`src/design/lab2rgb_pkg.sv`:
```
// ----------------------------------------------------------------------------
// lab2rgb_pkg
// Shared types and fixed-point constants for the CIELAB to RGB byte pipeline.
// All internal values are signed Q.24; reciprocal constants are exact for the
// operand ranges that reach them.
// ----------------------------------------------------------------------------
package lab2rgb_pkg;

  localparam int FRAC_BITS = 24;

  typedef logic signed [26:0] fval_t;   // f values, Q.24
  typedef logic signed [28:0] tval_t;   // inverse-companded values, Q.24
  typedef logic signed [29:0] xyz_t;    // XYZ after white scaling, Q.24
  typedef logic signed [26:0] coef_t;   // matrix coefficients, Q.24
  typedef logic signed [25:0] white_t;  // white point scale, Q.24

  typedef fval_t fvec_t [3];
  typedef tval_t tvec_t [3];

  localparam logic [63:0] ONE64 = 64'd1;

  // fx = floor((L + 4096) * 2^14 / 29), numerator below 2^30
  localparam logic [15:0] L_OFFSET = 16'd4096;
  localparam int          L_SHIFT  = 21;
  localparam logic [30:0] L_RECIP  = 31'(((ONE64 << 35) + 64'd28) / 64'd29);

  // a / 500: floor((a * 2^14 + 125 * 2^23) / 125) - 2^23, numerator below 2^31
  localparam int          A_SHIFT  = 38;
  localparam logic [31:0] A_RECIP  = 32'(((ONE64 << 38) + 64'd124) / 64'd125);
  localparam logic [30:0] A_BIAS   = 31'd1048576000;
  localparam logic signed [27:0] A_BIAS_Q = 28'sd8388608;

  // b / 200: floor((b * 2^13 + 25 * 2^24) / 25) - 2^24, numerator below 2^30
  localparam int          B_SHIFT  = 35;
  localparam logic [30:0] B_RECIP  = 31'(((ONE64 << 35) + 64'd24) / 64'd25);
  localparam logic [29:0] B_BIAS   = 30'd419430400;
  localparam logic signed [27:0] B_BIAS_Q = 28'sd16777216;

  // inverse companding
  localparam fval_t F_THR = 27'sd3471148;   // 6/29
  localparam fval_t F4_29 = 27'sd2314099;   // 16/116
  // linear segment: floor((e + 7787 * 2048) * 1000 / 7787) - 2048000
  localparam logic signed [27:0] LIN_BIAS   = 28'sd15947776;
  localparam logic signed [28:0] LIN_BIAS_Q = 29'sd2048000;
  localparam int          LIN_SHIFT  = 38;
  localparam logic [35:0] LIN_RECIP  =
    36'(((64'd1000 << 38) + 64'd7786) / 64'd7787);
  localparam int          LIN_SPLIT  = 18;
  localparam logic [17:0] LIN_RECIP_HI = LIN_RECIP[35:18];
  localparam logic [17:0] LIN_RECIP_LO = LIN_RECIP[17:0];

  // D65 white
  localparam white_t WHITE_X = 26'sd15945066;
  localparam white_t WHITE_Z = 26'sd18267033;

  // XYZ to linear RGB
  localparam coef_t XYZ2RGB [3][3] = '{
    '{ 27'sd54366256, -27'sd25789124, -27'sd8364051},
    '{-27'sd16261400,  27'sd31473889,  27'sd697192},
    '{ 27'sd933595,   -27'sd3423245,   27'sd17738737}
  };

  localparam logic [24:0] CH_ONE = 25'd16777216;

endpackage

```
`src/design/lab2rgb_fval.sv`:
```
// ----------------------------------------------------------------------------
// lab2rgb_fval
// Two-stage front end: reciprocal multiplies for L, a and b, then the f sums.
// ----------------------------------------------------------------------------
module lab2rgb_fval import lab2rgb_pkg::*; (
  input  logic               clk,
  input  logic               rst_n,
  input  logic               in_valid,
  output logic               in_ready,
  input  logic [14:0]        lightness,
  input  logic signed [15:0] green_red_axis,
  input  logic signed [15:0] blue_yellow_axis,
  output logic               out_valid,
  input  logic               out_ready,
  output fvec_t              f
);

  logic s1_vld_r, s2_vld_r;
  logic s1_rdy, s2_rdy;

  assign s2_rdy    = !s2_vld_r || out_ready;
  assign s1_rdy    = !s1_vld_r || s2_rdy;
  assign in_ready  = s1_rdy;
  assign out_valid = s2_vld_r;

  // stage 1: quotients
  logic [15:0] l_ofs;
  logic [46:0] l_prod;
  logic [30:0] a_num;
  logic [62:0] a_prod;
  logic [29:0] b_num;
  logic [60:0] b_prod;
  logic [24:0] qx_nxt, qa_nxt, qx_r, qa_r;
  logic [25:0] qb_nxt, qb_r;

  assign l_ofs  = {1'b0, lightness} + L_OFFSET;
  assign l_prod = l_ofs * L_RECIP;
  assign qx_nxt = l_prod[L_SHIFT+24:L_SHIFT];

  assign a_num  = A_BIAS + {green_red_axis[15], green_red_axis, 14'b0};
  assign a_prod = a_num * A_RECIP;
  assign qa_nxt = a_prod[A_SHIFT+24:A_SHIFT];

  assign b_num  = B_BIAS + {blue_yellow_axis[15], blue_yellow_axis, 13'b0};
  assign b_prod = b_num * B_RECIP;
  assign qb_nxt = b_prod[B_SHIFT+25:B_SHIFT];

  always_ff @(posedge clk) begin
    if (!rst_n) begin
      s1_vld_r <= 1'b0;
    end else if (s1_rdy) begin
      s1_vld_r <= in_valid;
    end
  end

  always_ff @(posedge clk) begin
    if (s1_rdy) begin
      qx_r <= qx_nxt;
      qa_r <= qa_nxt;
      qb_r <= qb_nxt;
    end
  end

  // stage 2: fy = fx - a/500, fz = fy - b/200
  logic signed [27:0] fx_s, fy_s, fz_s;
  fvec_t f_nxt, f_r;

  always_comb begin
    fx_s     = signed'({3'b0, qx_r});
    fy_s     = fx_s - (signed'({3'b0, qa_r}) - A_BIAS_Q);
    fz_s     = fy_s - (signed'({2'b0, qb_r}) - B_BIAS_Q);
    f_nxt[0] = fx_s[26:0];
    f_nxt[1] = fy_s[26:0];
    f_nxt[2] = fz_s[26:0];
  end

  always_ff @(posedge clk) begin
    if (!rst_n) begin
      s2_vld_r <= 1'b0;
    end else if (s2_rdy) begin
      s2_vld_r <= s1_vld_r;
    end
  end

  always_ff @(posedge clk) begin
    if (s2_rdy) begin
      f_r <= f_nxt;
    end
  end

  assign f = f_r;

endmodule

```
`config.mk`:
```
export PLATFORM = sky130hd
export DESIGN_NAME = lab2rgb_fval
export DESIGN_NICKNAME = d
export VERILOG_FILES = /design/src/design/lab2rgb_pkg.sv /design/src/design/lab2rgb_fval.sv
export SDC_FILE = /design/constraint.sdc
export NUM_CORES = 2
export LEC_CHECK = 0
export BUFFER_PORTS_ARGS = -buffer_cell sky130_fd_sc_hd__buf_2
export CORE_ASPECT_RATIO = 1.2
export CORE_MARGIN = 3
export CORE_UTILIZATION = 55
export CTS_BUF_LIST = sky130_fd_sc_hd__clkbuf_4
export CTS_CLUSTER_SIZE = 40
export DETAILED_ROUTE_END_ITERATION = 10
export PLACE_DENSITY_LB_ADDON = 0.05
export SLEW_MARGIN = 10
export SYNTH_ARGS = -nofsm -noshare
export SYNTH_HDL_FRONTEND = slang
export SYNTH_SLANG_ARGS = --single-unit
```
`constraint.sdc`:
```
create_clock -name clk -period 10.9 [get_ports clk]
set_input_delay 3.27 -clock clk [delete_from_list [all_inputs] [get_ports clk]]
set_output_delay 3.27 -clock clk [all_outputs]
set_load 0.02 [all_outputs]
```
==> flow_metrics.tcl <==
set metrics [dict create \
    fin_nets 4429 \
    synth_cell_types 72 \
    grt_pass1_vias 23100 \
    crit_type "input pin to flop" \
    grt.total_usage_pct 26.51 \
    num_rows 95 \
    crit_fanout 9 \
    synth_area_um2 31770 \
    cp-start-kind "input pin" \
    gp_congestion 0.9446 \
    violations "DRC" \
    grt_max_degree 80 \
    insertion_delay_ns 0.61 \
    layout_commonest_cell "inv_1" \
    dieArea_um2 60690 \
    synth-edff-count 155 \
    clk_pin_slew_worst_paths_ns 0.16 \
    cp_data_arrival_time_ns 10.41 \
    holdBufCountCts 0 \
    worst_clock_skew_ns 0.03191 \
    maxCapViolations 0 \
    ys.flop_type "edfxtp_1" \
    firstDrtPassIters 8 \
    setup_viol 0 \
    route.detailed.drc 1 \
    slew_viol_final 0 \
    htreeDepth 4 \
    cts_tree "done" \
    dp_hpwl_um 68520 \
    post-route-period-util_pct 92.05 \
    cts_sinks 157 \
    tightest_slew_ns 1.060 \
    viasPerCell 5.396 \
    drt-initial-drc-count 906 \
    hold_viol 0 \
    ys_seq_area_share_pct 14.78 \
    grt-ovfl-total 0 \
    worstHoldPathType "flop to flop" \
    status "finished with violations" \
    final_cell_mix "inv_1, ha_1, fa_1" \
    die_w_um 225.4 \
    async_flop_share_pct 0 \
    core_um2 56580 \
    cts_buffers 17 \
    wl_um 76900 \
    synth_warnings 0 \
    syn_avg_cell_area_um2 10.70 \
    cts_root_buf "clkbuf_4" \
    crit_path_end_kind "flop" \
    antenna_found_initial 2 \
    grt_pass1_wl_um 124800 \
    area_growth_pct 5.983 \
    drtAntennaViolNets 0 \
    wl_per_cell_um 19.89 \
    start_util_pct 56.14 \
    min_period_ns 10.03 \
    crit_required_ns 11.28 \
    fmax_ghz 0.09967 \
    die_h_um 269.3 \
    relSlewSlack_pct 29.35 \
    synth_seq_cells 157 \
    drive_gt1_share_pct 6.788 \
    io_buffers 131 \
    io_pins 134 \
    netlist_instances 2969 \
    postCtsResizedCells 0 \
    clk_path_buf_depth 2 \
    fin_setup_tns_ns 0 \
    cts_setup_buffers 0 \
    vias 20860 \
    rsz0062_at_grt "false" \
    fill_cells 4909 \
]
==> cells in the mapped netlist (all sizes together), types with 6 or more instances <==
library cell	n	area share (%)
and3	13	0.26
o21bai	21	0.50
nand4	23	0.45
xor2	42	1.2
fa	459	29
clkbuf	7	0.083
a21oi	118	1.9
or2	7	0.14
o21a	18	0.43
o21ai	49	0.78
nor2	61	0.72
nand2	51	0.60
buf	6	0.15
inv	796	9.4
a21o	71	1.7
ha	794	31
nand2b	10	0.20
edfxtp	155	15
a31oi	13	0.35
nand3	26	0.41
xnor2	90	2.5
nor3	23	0.38
nor2b	21	0.41
a211oi	16	0.38
==> registers in the layout (all words and copies together) (netlist names) <==
register and cells:
out_valid 1, qb_r 26, qx_r 25, qa_r 25, s1_vld_r 1, f 79
==> per-layer routing <==
layer | global-route usage, % | part of all wire, % | wire [um] | up-vias
met5 | 0 | 0.0091 | 7 | -
met4 | 5.906 | 2.0 | 1569 | 2
met3 | 1.795 | 2.3 | 1749 | 78
met2 | 49.99 | 54 | 41620 | 295
met1 | 33.04 | 42 | 31950 | 10490
li1 | - | - | - | 10000
==> stage by stage <==
| step | hold slack (ns) | instance area (um2) | worst slack, ns | cells | utilization (%) |
|---|---|---|---|---|---|
| global route | 0.4865 | 33670 | 0.5536 | 3866 | 59.50 |
| CTS | 0.4695 | 33660 | 0.9227 | 3865 | 59.50 |
| detailed placement | 0.4348 | 33400 | 0.2031 | 3833 | 59.04 |
| finish | 0.4707 | 33670 | 0.8668 | 3866 | 59.50 |
| global placement | 0.4352 | 33400 | 0.3496 | 3833 | 59.04 |
| floorplan | 0.4264 | 31770 | 0.7940 | 2970 | - |
==> cells by family (layout without fill, tap and decap cells) <==
kind of cell    after synthesis  count (layout)  share of synthesized area, %
fa+ha+maj                  1253            1253                         60.20
buf+inv                     809             977                         9.642
compound gates              362             362                         7.689
simple gates                255             255                         4.037
flops                       157             157                         14.78
xor+xnor                    132             132                         3.640
other cells                   1               3                       0.01181
==> worst max-delay path, cell delays in order <==
cell and delay (ns):
buf_2 0.17, ha_1 0.24, a21oi_1 0.19, xnor2_1 0.17, inv_1 0.22, fa_1 0.53
inv_1 0.11, buf_4 0.19, fa_1 0.51, inv_1 0.06, fa_1 0.46, fa_1 0.53
inv_1 0.06, fa_1 0.50, fa_1 0.52, ha_1 0.31, ha_1 0.29, ha_1 0.37
a21o_1 0.18, a21oi_1 0.18, nor2_1 0.08, a211oi_1 0.38, o31ai_4 0.20, buf_4 0.20
a21oi_2 0.21, o21bai_1 0.11, xor2_1 0.15
==> path summary, 6_finish.rpt <==
| check | slack [ns] | depth (start not counted) | to | start |
|---|---|---|---|---|
| worst max register to register | 4.98 | 23 | f[25] | qx_r[0] |
| worst max-delay path | 0.87 | 27 | qb_r[17] | blue_yellow_axis[11] |
| worst min register to register | 0.47 | 0 | f[54] | qx_r[0] |
| worst min-delay path | 0.47 | 0 | f[54] | qx_r[0] |
==> layout make-up <==
type | instances | area, um2 | area share, %
diodes | 1 | 2.502 | 0.007433
clock buffers | 18 | 135.1 | 0.4014
clock inverters | 14 | 125.1 | 0.3717
inverters | 796 | 2989 | 8.879
multi-input cells | 2004 | 24020 | 71.35
flip-flops and latches | 157 | 4695 | 13.94
well taps | 727 | 909.6 | 2.702
repair buffers | 149 | 790.8 | 2.349
Power is not shown: default switching activity piles up to over one toggle a cycle in this logic, so the estimate is an artifact.
